### src/hdl/tlbr_pkg.sv
package tlbr_pkg;

  localparam int DEF_TLB_ENTRIES = 4;
  localparam int DEF_VPAGE_BITS  = 20;
  localparam int DEF_PFRAME_BITS = 16;

  localparam int SLOT_W  = 2;
  localparam int COUNT_W = 32;

  localparam logic KIND_REFILL = 1'b0;
  localparam logic KIND_ACCESS = 1'b1;

  typedef enum logic [1:0] {
    ST_IDLE,
    ST_EVICT,
    ST_SCAN
  } state_t;

endpackage

### src/hdl/tlbr_req_if.sv
interface tlbr_req_if
  import tlbr_pkg::*;
#(
  parameter int VPAGE_BITS  = DEF_VPAGE_BITS,
  parameter int PFRAME_BITS = DEF_PFRAME_BITS
);
  logic                   valid;
  logic                   ready;
  logic                   kind;
  logic [VPAGE_BITS-1:0]  virtual_page;
  logic [PFRAME_BITS-1:0] physical_page;
  logic                   entry_read_only;
  logic                   entry_use;
  logic                   entry_dirty;
  logic                   access_write;

  modport source (
    output valid, kind, virtual_page, physical_page, entry_read_only, entry_use,
           entry_dirty, access_write,
    input  ready
  );

  modport sink (
    input  valid, kind, virtual_page, physical_page, entry_read_only, entry_use,
           entry_dirty, access_write,
    output ready
  );
endinterface

### src/hdl/tlbr_rsp_if.sv
interface tlbr_rsp_if
  import tlbr_pkg::*;
#(
  parameter int VPAGE_BITS  = DEF_VPAGE_BITS,
  parameter int PFRAME_BITS = DEF_PFRAME_BITS
);
  logic                   valid;
  logic                   ready;
  logic [SLOT_W-1:0]      slot;
  logic                   filled_invalid;
  logic                   writeback_valid;
  logic [VPAGE_BITS-1:0]  writeback_page;
  logic                   writeback_use;
  logic                   writeback_dirty;
  logic                   hit;
  logic [PFRAME_BITS-1:0] hit_frame;
  logic                   write_fault;
  logic [COUNT_W-1:0]     miss_count;
  logic [COUNT_W-1:0]     invalid_fill_count;
  logic [COUNT_W-1:0]     replace_count;

  modport source (
    output valid, slot, filled_invalid, writeback_valid, writeback_page, writeback_use,
           writeback_dirty, hit, hit_frame, write_fault, miss_count, invalid_fill_count,
           replace_count,
    input  ready
  );

  modport sink (
    input  valid, slot, filled_invalid, writeback_valid, writeback_page, writeback_use,
           writeback_dirty, hit, hit_frame, write_fault, miss_count, invalid_fill_count,
           replace_count,
    output ready
  );
endinterface

### src/hdl/tlbr_victim_sel.sv
module tlbr_victim_sel
  import tlbr_pkg::*;
#(
  parameter int TLB_ENTRIES = DEF_TLB_ENTRIES,
  parameter int IDX_W       = (TLB_ENTRIES > 1) ? $clog2(TLB_ENTRIES) : 1
) (
  input  logic [TLB_ENTRIES-1:0] slot_valid,
  output logic                   free_found,
  output logic [IDX_W-1:0]       free_idx
);

  // lowest invalid slot
  always_comb begin
    free_found = 1'b0;
    free_idx   = '0;
    for (int i = TLB_ENTRIES - 1; i >= 0; i--) begin
      if (!slot_valid[i]) begin
        free_found = 1'b1;
        free_idx   = IDX_W'(i);
      end
    end
  end

endmodule

### src/hdl/tlb_refill_replacement.sv
// Fully associative TLB of TLB_ENTRIES slots; page, frame and flags sit in one
// synchronous single-read-port RAM, valid bits in flops. A refill into a free
// slot (lowest invalid first) is installed and its response loaded when it is
// accepted; a refill that evicts the round-robin victim first reads the victim,
// then reports its write-back and installs. An access walks the RAM one slot
// per cycle from slot 0 and stops at the first valid match or after the last
// slot; a hit updates use/dirty as it loads its response. One word is in
// flight at a time; a finished response sits in an output register and the
// next word is taken while it is being consumed.
module tlb_refill_replacement
  import tlbr_pkg::*;
#(
  parameter int TLB_ENTRIES = DEF_TLB_ENTRIES,
  parameter int VPAGE_BITS  = DEF_VPAGE_BITS,
  parameter int PFRAME_BITS = DEF_PFRAME_BITS
) (
  input  logic      clk,
  input  logic      rst,
  tlbr_req_if.sink  req,
  tlbr_rsp_if.source rsp
);

  localparam int IDX_W = (TLB_ENTRIES > 1) ? $clog2(TLB_ENTRIES) : 1;
  localparam int ENT_W = VPAGE_BITS + PFRAME_BITS + 3;
  localparam logic [IDX_W-1:0] LAST_IDX = IDX_W'(TLB_ENTRIES - 1);

  state_t state, state_next;

  logic [TLB_ENTRIES-1:0] slot_valid;
  logic [IDX_W-1:0]       cursor;
  logic [COUNT_W-1:0]     refill_total, empty_fill_total, eviction_total;

  logic [ENT_W-1:0]       cur_ent;
  logic                   cur_write;
  logic [IDX_W-1:0]       scan_idx, scan_idx_next;

  logic [ENT_W-1:0] ent_mem [TLB_ENTRIES];
  logic [ENT_W-1:0] rd_data;
  logic [IDX_W-1:0] rd_addr, mem_waddr;
  logic [ENT_W-1:0] mem_wdata;
  logic             mem_we;

  logic                   res_valid;
  logic [SLOT_W-1:0]      res_slot, res_slot_next;
  logic                   res_filled, res_filled_next;
  logic                   res_wb_valid, res_wb_valid_next;
  logic [VPAGE_BITS-1:0]  res_wb_page, res_wb_page_next;
  logic                   res_wb_use, res_wb_use_next;
  logic                   res_wb_dirty, res_wb_dirty_next;
  logic                   res_hit, res_hit_next;
  logic [PFRAME_BITS-1:0] res_frame, res_frame_next;
  logic                   res_fault, res_fault_next;
  logic                   res_load;

  logic             accept, latch_item;
  logic             inc_refill, inc_fill, inc_evict, set_valid, adv_cursor;
  logic             free_found;
  logic [IDX_W-1:0] free_idx;
  logic [ENT_W-1:0] new_ent;

  logic [VPAGE_BITS-1:0]  rd_vpage;
  logic [PFRAME_BITS-1:0] rd_frame;
  logic                   rd_ro, rd_use, rd_dirty, rd_match, new_dirty;
  logic [IDX_W+1:0]       free_ext, scan_ext;

  tlbr_victim_sel #(
    .TLB_ENTRIES (TLB_ENTRIES),
    .IDX_W       (IDX_W)
  ) u_victim (
    .slot_valid (slot_valid),
    .free_found (free_found),
    .free_idx   (free_idx)
  );

  // entry layout: {vpage, frame, read_only, use, dirty}
  assign new_ent  = {req.virtual_page, req.physical_page, req.entry_read_only,
                     req.entry_use, req.entry_dirty};
  assign rd_vpage = rd_data[ENT_W-1 -: VPAGE_BITS];
  assign rd_frame = rd_data[3 +: PFRAME_BITS];
  assign rd_ro    = rd_data[2];
  assign rd_use   = rd_data[1];
  assign rd_dirty = rd_data[0];
  assign rd_match = slot_valid[scan_idx] && (rd_vpage == cur_ent[ENT_W-1 -: VPAGE_BITS]);
  assign new_dirty = rd_dirty | (cur_write & ~rd_ro);

  assign free_ext = {2'b00, free_idx};
  assign scan_ext = {2'b00, scan_idx};

  assign req.ready = (state == ST_IDLE) && (!res_valid || rsp.ready);
  assign accept    = req.valid && req.ready;

  always_comb begin
    state_next        = state;
    scan_idx_next     = scan_idx;
    rd_addr           = scan_idx;
    mem_we            = 1'b0;
    mem_waddr         = scan_idx;
    mem_wdata         = cur_ent;
    latch_item        = 1'b0;
    inc_refill        = 1'b0;
    inc_fill          = 1'b0;
    inc_evict         = 1'b0;
    set_valid         = 1'b0;
    adv_cursor        = 1'b0;
    res_load          = 1'b0;
    res_slot_next     = '0;
    res_filled_next   = 1'b0;
    res_wb_valid_next = 1'b0;
    res_wb_page_next  = '0;
    res_wb_use_next   = 1'b0;
    res_wb_dirty_next = 1'b0;
    res_hit_next      = 1'b0;
    res_frame_next    = '0;
    res_fault_next    = 1'b0;
    case (state)
      ST_IDLE: begin
        rd_addr = (req.kind == KIND_REFILL) ? cursor : '0;
        if (accept) begin
          latch_item = 1'b1;
          if (req.kind == KIND_REFILL) begin
            if (free_found) begin
              mem_we          = 1'b1;
              mem_waddr       = free_idx;
              mem_wdata       = new_ent;
              set_valid       = 1'b1;
              inc_refill      = 1'b1;
              inc_fill        = 1'b1;
              res_load        = 1'b1;
              res_slot_next   = free_ext[SLOT_W-1:0];
              res_filled_next = 1'b1;
            end else begin
              scan_idx_next = cursor;
              state_next    = ST_EVICT;
            end
          end else begin
            scan_idx_next = '0;
            state_next    = ST_SCAN;
          end
        end
      end
      ST_EVICT: begin
        mem_we            = 1'b1;
        set_valid         = 1'b1;
        inc_refill        = 1'b1;
        inc_evict         = 1'b1;
        adv_cursor        = 1'b1;
        res_load          = 1'b1;
        res_slot_next     = scan_ext[SLOT_W-1:0];
        res_wb_valid_next = 1'b1;
        res_wb_page_next  = rd_vpage;
        res_wb_use_next   = rd_use;
        res_wb_dirty_next = rd_dirty;
        state_next        = ST_IDLE;
      end
      ST_SCAN: begin
        if (rd_match) begin
          mem_we         = 1'b1;
          mem_wdata      = {rd_vpage, rd_frame, rd_ro, 1'b1, new_dirty};
          res_load       = 1'b1;
          res_slot_next  = scan_ext[SLOT_W-1:0];
          res_hit_next   = 1'b1;
          res_frame_next = rd_frame;
          res_fault_next = cur_write & rd_ro;
          state_next     = ST_IDLE;
        end else if (scan_idx == LAST_IDX) begin
          res_load   = 1'b1;
          state_next = ST_IDLE;
        end else begin
          scan_idx_next = scan_idx + 1'b1;
          rd_addr       = scan_idx + 1'b1;
        end
      end
      default: begin
        state_next = ST_IDLE;
      end
    endcase
  end

  always_ff @(posedge clk) begin
    if (rst) begin
      state <= ST_IDLE;
    end else begin
      state <= state_next;
    end
  end

  always_ff @(posedge clk) begin
    if (mem_we) begin
      ent_mem[mem_waddr] <= mem_wdata;
    end
  end

  always_ff @(posedge clk) begin
    rd_data <= ent_mem[rd_addr];
  end

  always_ff @(posedge clk) begin
    if (rst) begin
      slot_valid       <= '0;
      cursor           <= '0;
      refill_total     <= '0;
      empty_fill_total <= '0;
      eviction_total   <= '0;
      res_valid        <= 1'b0;
    end else begin
      if (set_valid) begin
        slot_valid[mem_waddr] <= 1'b1;
      end
      if (adv_cursor) begin
        cursor <= (scan_idx == LAST_IDX) ? '0 : scan_idx + 1'b1;
      end
      if (inc_refill) begin
        refill_total <= refill_total + 1'b1;
      end
      if (inc_fill) begin
        empty_fill_total <= empty_fill_total + 1'b1;
      end
      if (inc_evict) begin
        eviction_total <= eviction_total + 1'b1;
      end
      if (res_load) begin
        res_valid <= 1'b1;
      end else if (rsp.ready) begin
        res_valid <= 1'b0;
      end
    end
  end

  always_ff @(posedge clk) begin
    scan_idx <= scan_idx_next;
    if (latch_item) begin
      cur_ent   <= new_ent;
      cur_write <= req.access_write;
    end
    if (res_load) begin
      res_slot     <= res_slot_next;
      res_filled   <= res_filled_next;
      res_wb_valid <= res_wb_valid_next;
      res_wb_page  <= res_wb_page_next;
      res_wb_use   <= res_wb_use_next;
      res_wb_dirty <= res_wb_dirty_next;
      res_hit      <= res_hit_next;
      res_frame    <= res_frame_next;
      res_fault    <= res_fault_next;
    end
  end

  assign rsp.valid              = res_valid;
  assign rsp.slot               = res_slot;
  assign rsp.filled_invalid     = res_filled;
  assign rsp.writeback_valid    = res_wb_valid;
  assign rsp.writeback_page     = res_wb_page;
  assign rsp.writeback_use      = res_wb_use;
  assign rsp.writeback_dirty    = res_wb_dirty;
  assign rsp.hit                = res_hit;
  assign rsp.hit_frame          = res_frame;
  assign rsp.write_fault        = res_fault;
  assign rsp.miss_count         = refill_total;
  assign rsp.invalid_fill_count = empty_fill_total;
  assign rsp.replace_count      = eviction_total;

  a_ready_only_idle: assert property (@(posedge clk) disable iff (rst)
    req.ready |-> (state == ST_IDLE))
    else $error("ready raised while a word is in progress");

  a_evict_only_full: assert property (@(posedge clk) disable iff (rst)
    (state == ST_EVICT) |-> (&slot_valid))
    else $error("eviction with a free slot available");

  a_count_balance: assert property (@(posedge clk) disable iff (rst)
    refill_total == COUNT_W'(empty_fill_total + eviction_total))
    else $error("refill count differs from fill plus replace counts");

  a_done_to_idle: assert property (@(posedge clk) disable iff (rst)
    res_load |=> (state == ST_IDLE) && res_valid)
    else $error("response load did not return to idle");

  a_valid_sticky: assert property (@(posedge clk) disable iff (rst)
    !$past(rst) |-> ((slot_valid & $past(slot_valid)) == $past(slot_valid)))
    else $error("slot valid bit cleared outside reset");

endmodule

### src/flat_wrapper.sv
// flat-port wrapper written by rule: the top's interface ports become plain ports
module tlb_refill_replacement_flat import tlbr_pkg::*;
#(
  parameter int TLB_ENTRIES = DEF_TLB_ENTRIES,
  parameter int VPAGE_BITS  = DEF_VPAGE_BITS,
  parameter int PFRAME_BITS = DEF_PFRAME_BITS
)
  (clk, rst, req_valid, req_kind, req_virtual_page, req_physical_page, req_entry_read_only, req_entry_use, req_entry_dirty, req_access_write, req_ready, rsp_valid, rsp_slot, rsp_filled_invalid, rsp_writeback_valid, rsp_writeback_page, rsp_writeback_use, rsp_writeback_dirty, rsp_hit, rsp_hit_frame, rsp_write_fault, rsp_miss_count, rsp_invalid_fill_count, rsp_replace_count, rsp_ready);
  tlbr_req_if #(.VPAGE_BITS(VPAGE_BITS), .PFRAME_BITS(PFRAME_BITS)) req_i ();
  tlbr_rsp_if #(.VPAGE_BITS(VPAGE_BITS), .PFRAME_BITS(PFRAME_BITS)) rsp_i ();
  input  logic clk;
  input  logic rst;
  input wire logic [$bits(req_i.valid)-1:0] req_valid;
  input wire logic [$bits(req_i.kind)-1:0] req_kind;
  input wire logic [$bits(req_i.virtual_page)-1:0] req_virtual_page;
  input wire logic [$bits(req_i.physical_page)-1:0] req_physical_page;
  input wire logic [$bits(req_i.entry_read_only)-1:0] req_entry_read_only;
  input wire logic [$bits(req_i.entry_use)-1:0] req_entry_use;
  input wire logic [$bits(req_i.entry_dirty)-1:0] req_entry_dirty;
  input wire logic [$bits(req_i.access_write)-1:0] req_access_write;
  output wire logic [$bits(req_i.ready)-1:0] req_ready;
  output wire logic [$bits(rsp_i.valid)-1:0] rsp_valid;
  output wire logic [$bits(rsp_i.slot)-1:0] rsp_slot;
  output wire logic [$bits(rsp_i.filled_invalid)-1:0] rsp_filled_invalid;
  output wire logic [$bits(rsp_i.writeback_valid)-1:0] rsp_writeback_valid;
  output wire logic [$bits(rsp_i.writeback_page)-1:0] rsp_writeback_page;
  output wire logic [$bits(rsp_i.writeback_use)-1:0] rsp_writeback_use;
  output wire logic [$bits(rsp_i.writeback_dirty)-1:0] rsp_writeback_dirty;
  output wire logic [$bits(rsp_i.hit)-1:0] rsp_hit;
  output wire logic [$bits(rsp_i.hit_frame)-1:0] rsp_hit_frame;
  output wire logic [$bits(rsp_i.write_fault)-1:0] rsp_write_fault;
  output wire logic [$bits(rsp_i.miss_count)-1:0] rsp_miss_count;
  output wire logic [$bits(rsp_i.invalid_fill_count)-1:0] rsp_invalid_fill_count;
  output wire logic [$bits(rsp_i.replace_count)-1:0] rsp_replace_count;
  input wire logic [$bits(rsp_i.ready)-1:0] rsp_ready;
  assign req_i.valid = req_valid;
  assign req_i.kind = req_kind;
  assign req_i.virtual_page = req_virtual_page;
  assign req_i.physical_page = req_physical_page;
  assign req_i.entry_read_only = req_entry_read_only;
  assign req_i.entry_use = req_entry_use;
  assign req_i.entry_dirty = req_entry_dirty;
  assign req_i.access_write = req_access_write;
  assign req_ready = req_i.ready;
  assign rsp_valid = rsp_i.valid;
  assign rsp_slot = rsp_i.slot;
  assign rsp_filled_invalid = rsp_i.filled_invalid;
  assign rsp_writeback_valid = rsp_i.writeback_valid;
  assign rsp_writeback_page = rsp_i.writeback_page;
  assign rsp_writeback_use = rsp_i.writeback_use;
  assign rsp_writeback_dirty = rsp_i.writeback_dirty;
  assign rsp_hit = rsp_i.hit;
  assign rsp_hit_frame = rsp_i.hit_frame;
  assign rsp_write_fault = rsp_i.write_fault;
  assign rsp_miss_count = rsp_i.miss_count;
  assign rsp_invalid_fill_count = rsp_i.invalid_fill_count;
  assign rsp_replace_count = rsp_i.replace_count;
  assign rsp_i.ready = rsp_ready;
  tlb_refill_replacement #(.TLB_ENTRIES(TLB_ENTRIES), .VPAGE_BITS(VPAGE_BITS), .PFRAME_BITS(PFRAME_BITS)) u_core (.clk(clk), .rst(rst), .req(req_i), .rsp(rsp_i));
endmodule
### config.mk
export PLATFORM = sky130hd
export DESIGN_NAME = tlb_refill_replacement_flat
export DESIGN_NICKNAME = d
export VERILOG_FILES = /design/src/hdl/tlbr_pkg.sv /design/src/hdl/tlbr_req_if.sv /design/src/hdl/tlbr_rsp_if.sv /design/src/hdl/tlbr_victim_sel.sv /design/src/hdl/tlb_refill_replacement.sv /design/src/flat_wrapper.sv
export SDC_FILE = /design/constraint.sdc
export NUM_CORES = 1
export LEC_CHECK = 0
export BUFFER_PORTS_ARGS = -buffer_cell sky130_fd_sc_hd__buf_4
export CELL_PAD_IN_SITES_DETAIL_PLACEMENT = 0
export CELL_PAD_IN_SITES_GLOBAL_PLACEMENT = 1
export CORE_ASPECT_RATIO = 2
export CORE_UTILIZATION = 35
export DETAILED_ROUTE_END_ITERATION = 6
export PLACE_DENSITY = 0.65
export SLEW_MARGIN = 0
export SYNTH_ARGS = -nofsm -noshare
export SYNTH_HDL_FRONTEND = slang
export SYNTH_HIERARCHICAL = 1
export SYNTH_SLANG_ARGS = --single-unit
### constraint.sdc
create_clock -name clk -period 5.35 [get_ports clk]
set_input_delay 0.535 -clock clk [delete_from_list [all_inputs] [get_ports clk]]
set_output_delay 0.535 -clock clk [all_outputs]
set_load 0.005 [all_outputs]
* Word-level counts from Yosys, hierarchy flattened *
Memories as Yosys holds them, arrays and structs flattened. A register that Yosys moved wholly into a read port is not among the register bits.
Cells that the tools add are included.

storage, ports and cells
  bits in registers = 191
  bits in latches = 0
  memory bits (writable) = 156
  ROM bits = 0
  input port bits = 45
  output and inout port bits = 142
  logic and storage cells = 109
  memories kept = 1

cells by class
  add/sub/neg operators = 4
  multipliers = 0
  div/mod/pow operators = 0
  $lt $le $gt $ge = 3
  equal/unequal tests = 7
  shift operators = 0
  multiplexer cells = 58
  bitwise operators = 5
  reductions and logical operators = 12

memory list
  name            depth  width  rd ports  clocked after memory_dff  write ports  line                          source
  u_core.ent_mem  4      39     1         1                         1            tlb_refill_replacement.sv:37  logic [ENT_W-1:0] ent_mem [TLB_ENTRIES];

operator list
  operator                                                                      number
  39-bit two-way mux                                                            4
  32-bit by 1-bit adder with 32-bit output, second input constant               3
  39-bit one-hot mux with 2 select lines                                        1
  2-bit two-way mux                                                             24
  20-bit equality test                                                          1
  1-bit two-way mux                                                             20
  2-bit one-hot mux with 2 select lines                                         3
  2-bit by 3-bit less-than comparator with 1-bit output, second input constant  2
  1-bit one-hot mux with 3 select lines                                         2
  2-bit one-hot mux with 3 select lines                                         1
  3-bit AND reduction                                                           2
  2-bit equality test, second input constant                                    2
  1-bit logical AND                                                             4
  4-bit OR                                                                      1
  2-bit nonzero test                                                            2
  3-bit by 1-bit != test with 1-bit output, second input constant               1
  3-bit != test, second input constant                                          1
  2-bit by 1-bit adder with 2-bit output, second input constant                 1
  1-bit AND                                                                     2
  1-bit binary-select mux with 2-bit select                                     1
  1-bit demux with 2-bit select                                                 1
  2-bit by 1-bit equality test with 1-bit output, second input constant         1
  2-bit by 1-bit >= comparator with 1-bit output, second input constant         1
  2-bit logical NOT                                                             1
  7 further kinds                                                               7

* Longest topological paths before layout *
  word-level depth = 13
  gate-level depth with buffers = 10
  gate-level depth less buffers = 9

* By module *
Netlist, hierarchy kept.

by module, submodules not included
  module                  times used  cells each  area an instance (sq um)  sequential area each (sq um)
  tlb_refill_replacement  1           1179        15247.1                   10149.7
  tlbr_victim_sel         1           5           28.8                      0.0

* Worst setup path after synthesis *
No wires, ideal clock.

  kind = input to register
  start = in req_kind
  end = mem u_core/ent_mem[3][0] in the netlist's numbering (enable)
  setup time = 0.440 ns
  arrival = 3.403 ns
  data required time = 4.910 ns
  setup slack = 1.507 ns
  cell stages on the path = 7
  buffers on the path = 1
  cells stage by stage = nor2b_1 -> nand4_2 -> inv_2 -> buf_1 -> nand3_1 -> o31ai_1 -> nor2b_1

between the ends
  cells in the longest elaborated chain, start to end = 5
  elaborated cells between the ends (all ways) = 8
  those cells by class = mux: 8

ends and longest elaborated chain
  element                                  line                           source
  from (decl)                              flat_wrapper.sv:14             input wire logic [$bits(req_i.kind)-1:0] req_kind;
  1-bit two-way mux                        tlb_refill_replacement.sv:120  if (req.kind == KIND_REFILL) begin
  1-bit two-way mux                        tlb_refill_replacement.sv:118  if (accept) begin
  1-bit one-hot mux with 3 select lines    tlb_refill_replacement.sv:115  case (state)
  1-bit two-way mux                        tlb_refill_replacement.sv:188  if (mem_we) begin
  1-bit two-way mux (implied by the code)  tlb_refill_replacement.sv:189  ent_mem[mem_waddr] <= mem_wdata;
  to (decl)                                tlb_refill_replacement.sv:37

Parallel ways exist; a longest one is shown, timed or not.

* Final worst setup path *
  start = reg u_core.slot_valid[0]
  end = reg u_core.res_wb_page[10] (netlist: u_core/rsp.writeback_page[10]) (enable)

between the ends
  cells in the longest elaborated chain, start to end = 5
  elaborated cells between the ends (all ways) = 9
  those cells by class = mux: 8; reduce/logical: 1

ends and longest elaborated chain
  element                                line                           source
  from (decl)                            tlb_refill_replacement.sv:29   logic [TLB_ENTRIES-1:0] slot_valid;
  from (signal assigned)                 tlb_refill_replacement.sv:199  slot_valid <= '0;
  from (signal, indexed assignment)      tlb_refill_replacement.sv:207  slot_valid[mem_waddr] <= 1'b1;
  1-bit two-way mux                      tlbr_victim_sel.sv:17          if (!slot_valid[i]) begin
  named net u_core.free_found            tlb_refill_replacement.sv:57   logic free_found;
  1-bit two-way mux                      tlb_refill_replacement.sv:121  if (free_found) begin
  1-bit two-way mux                      tlb_refill_replacement.sv:120
  1-bit two-way mux                      tlb_refill_replacement.sv:118
  1-bit one-hot mux with 3 select lines  tlb_refill_replacement.sv:115
  named net u_core.res_load              tlb_refill_replacement.sv:53   logic res_load;
  to (signal assigned)                   tlb_refill_replacement.sv:239  res_wb_page <= res_wb_page_next;
  to (decl)                              tlb_refill_replacement.sv:47   logic [VPAGE_BITS-1:0] res_wb_page, res_wb_page_next;

The timed path passes the listed nets, and every way through them passes these cells. The select of a mux whose other input is x is not followed.
A chain may end at the register's enable or synchronous reset.

==> run metrics <==
most numerous cell in the Yosys netlist=edfxtp_1; hold depth=1; final setup fails=0; status=finished clean; Vias/cell=~4.9; sequential fraction of the synthesis area=between 60% and 70%; initial antenna violation count=0; synth unique cells=52; async set or reset register ratio after synthesis=0%; Pint=4.88 mW; total iterations of the first detailed-routing run=4; Most Frequent Cell on Critical Path=buf_4; CTS clock-pin slew for the worst setup and hold paths=about 0.060 ns; gr ovfl total=0; FF+latch count, synth=roughly 390; CP Capture Type=flop; Switch Pwr=between 1 and 1.5 mW; clock buffer depth=3; Die H=297 um; initial core utilization=roughly 36%; ANT cells=0; switch share=22.8%; CTS Root Cell=clkbuf_16; largest cells by area after synthesis=edfxtp_1 (48%), dfxtp_1 (19%), mux2i_1 (7.8%); fin nets=approximately 1400; max cap viols=0; Critical Path RT=between 5 and 6 ns; Reg2Reg Setup Slack=about 1.7 ns; final clock skew=between 0.02 and 0.03 ns; vias in the first global route=around 10000; cts hold-fix bufs=0; Mapped Area=between 15000 and 20000 sq um; post-synth top area share=between 40% and 50%; Avg WL per Cell=about 18 um; std cell rows=~110; FILL cells=between 4000 and 5000; crit-path leading delay family=buffers and inverters; final WL=between 30 and 40 mm; Critical Setup Path Class=reg2reg; Gate power share=~6.3%; clk sinks=about 390; area added between synthesis and finish=21.0%; post-route ant nets=0; min Tclk post-route=roughly 3.6 ns; CP max stage delay=around 0.58 ns; cts bufs inserted=37; first-pass GRT wire length=~56 mm; Final Hold Fails=0; Syn Inst Count=1184; Post-synth EDFFs=about 240; crit-path cells=nand4_1, nor2b_1, nand4_2, inv_2, buf_4, o21bai_1, nand2_2, buf_4; post-DP HPWL=about 24 mm; Post-CTS Setup Bufs=0; post-CTS sizing=0; final worst-path cycle share=between 60% and 70%; worst hold path type=in2reg; Die ar.=44500 sq um; max_slew headroom=between 20% and 30%; pin count of the biggest net entering global routing=106; crit path launch type=flop; Worst Tran Pin Value=~1.1 ns; synth cell count leaders=edfxtp_1 (242), dfxtp_1 (144), nand2_1 (126); crit path max fanout=28; Hold Path Origin=req_physical_page[9]; Peak VDD IR=283 uV; CP Buf/Inv Count=3; Synth Flop Type=edfxtp_1; Core Area=~43000 sq um; Setup Slack @ Placement=approximately 1.6 ns; stages on the worst setup path=8; htree depth=2; R2R Path Start=u_core/slot_valid[0]; GR Util All Layers=16.4%; die width=150 um; CTS tree=yes; pwr dens=approximately 340 nW/um^2; CP arrival=3.83 ns; Reg2Reg Capture Point=u_core/rsp.writeback_page[10]; Seq pwr share=around 53%; warnings from Yosys=6; Residual DRC=0; Synth area leader=edfxtp_1; setup_tns=0 ns; static leakage power=approximately 7.5 nW; RSZ-0062 raised after global routing=no; share of cells above drive strength 1=between 20% and 30%; clock power share=roughly two fifths; Ports=between 150 and 200; Syn Nets=approximately 1200; routed vias=9582; CP max stage cell=inv_2; starting DRC count in detailed routing=380; worst reg-to-reg path cell count=8; Final Worst Setup Slack=roughly 1.7 ns; clk_lat worst skew=0.54 ns; syn avg cell area=around 13 sq um; Max Clock Freq=between 200 and 300 MHz; PortBufs=186; Hold Path End=u_core/cur_ent[12]; RePlAce Congestion=between 0.7 and 0.8; Final Slew Violations=0
area by class of cell:
class | count | area [sq um] | share of cell area (%)
repair buffers | 202 | 1530 | 8.27
flip-flops and latches | 386 | 10100 | 54.9
inverters | 10 | 37.5 | 0.203
well taps | 545 | 682 | 3.69
clock inverters | 14 | 129 | 0.697
multi-input cells | 739 | 4900 | 26.5
clock buffers | 53 | 1060 | 5.71
kinds of logic after synthesis:
kind of cell	count (synthesis)	synth area share [%]
adder cells (fa/ha/maj)	6	0.491
XOR/XNOR	102	5.85
AO/OA/AOI/OAI	91	3.91
buffers and inverters	59	1.84
flip-flops	386	66.4
multiplexers	120	7.94
AND/OR/NAND/NOR	420	13.5
per-stage QoR:
step,power [mW],instances,hold slack [ns],utilization [%],instance area [sq um]
after floorplan,3.64,1184,0.445,-,15300
after global placement,3.82,1882,0.472,40.4,17300
after detailed placement,3.83,1882,0.473,40.4,17300
after CTS,6.43,1949,0.149,43.2,18500
after global routing,6.57,1949,0.156,43.2,18500
final,6.32,1949,0.178,43.2,18500
power groups by stage:
stage               sequential (mW)  clock, mW  combinational, mW
floorplan                      3.40          0              0.239
finish                         3.35       2.57              0.400
global route                   3.36       2.77              0.438
global placement               3.42          0              0.404
CTS                            3.35       2.67              0.411
detailed placement             3.42          0              0.409
routing by layer:
layer / share of wire (%) / track usage (%) / up-vias
li1: - / - / 4628
met1: 38 / 17.9 / 4670
met2: 53 / 30.2 / 234
met3: 5.4 / 3.25 / 50
met4: 3.4 / 6.85 / 0
met5: 0 / 0 / -
placed cells by master (no fill, tap or decap), types with 4 or more instances in the layout:
master / n
nor2_4: 4
o21ai_0: 17
inv_1: 8
nand2b_1: 6
clkbuf_8: 7
mux2i_1: 119
and2_1: 42
dfxtp_1: 144
or3_1: 11
clkinv_2: 7
nand4_1: 30
xor2_1: 65
ha_1: 6
edfxtp_1: 242
a22oi_1: 37
clkbuf_1: 9
buf_4: 201
clkbuf_16: 37
and3_1: 14
nand2_1: 125
xnor2_1: 37
a31oi_1: 4
nor3_1: 10
and4_1: 10
nor2_1: 108
nand3_1: 35
a21oi_1: 20
nor3_2: 4
sequential cells by signal (all words and copies together) (netlist names), 4 cells and up:
| name | cells |
|---|---|
| u_core/cur_ent | 39 |
| u_core/ent_mem | 156 |
| u_core/rd_data | 39 |
| u_core/rsp.hit_frame | 16 |
| u_core/rsp.invalid_fill_count | 32 |
| u_core/rsp.miss_count | 32 |
| u_core/rsp.replace_count | 32 |
| u_core/rsp.writeback_page | 20 |
| u_core/slot_valid | 4 |
how the worst max path moves through the flow:
stage,start,endpoint
finish,u_core/slot_valid[0],u_core/rsp.writeback_page[10]
detailed placement,req_kind,u_core/rsp.slot[0]
global route,u_core/slot_valid[0],u_core/rsp.writeback_page[10]
global placement,req_kind,u_core/rsp.slot[0]
floorplan,req_kind,u_core/ent_mem[3][0]
CTS,u_core/slot_valid[0],u_core/rsp.writeback_page[10]
Power figures use the tool's default switching activity.
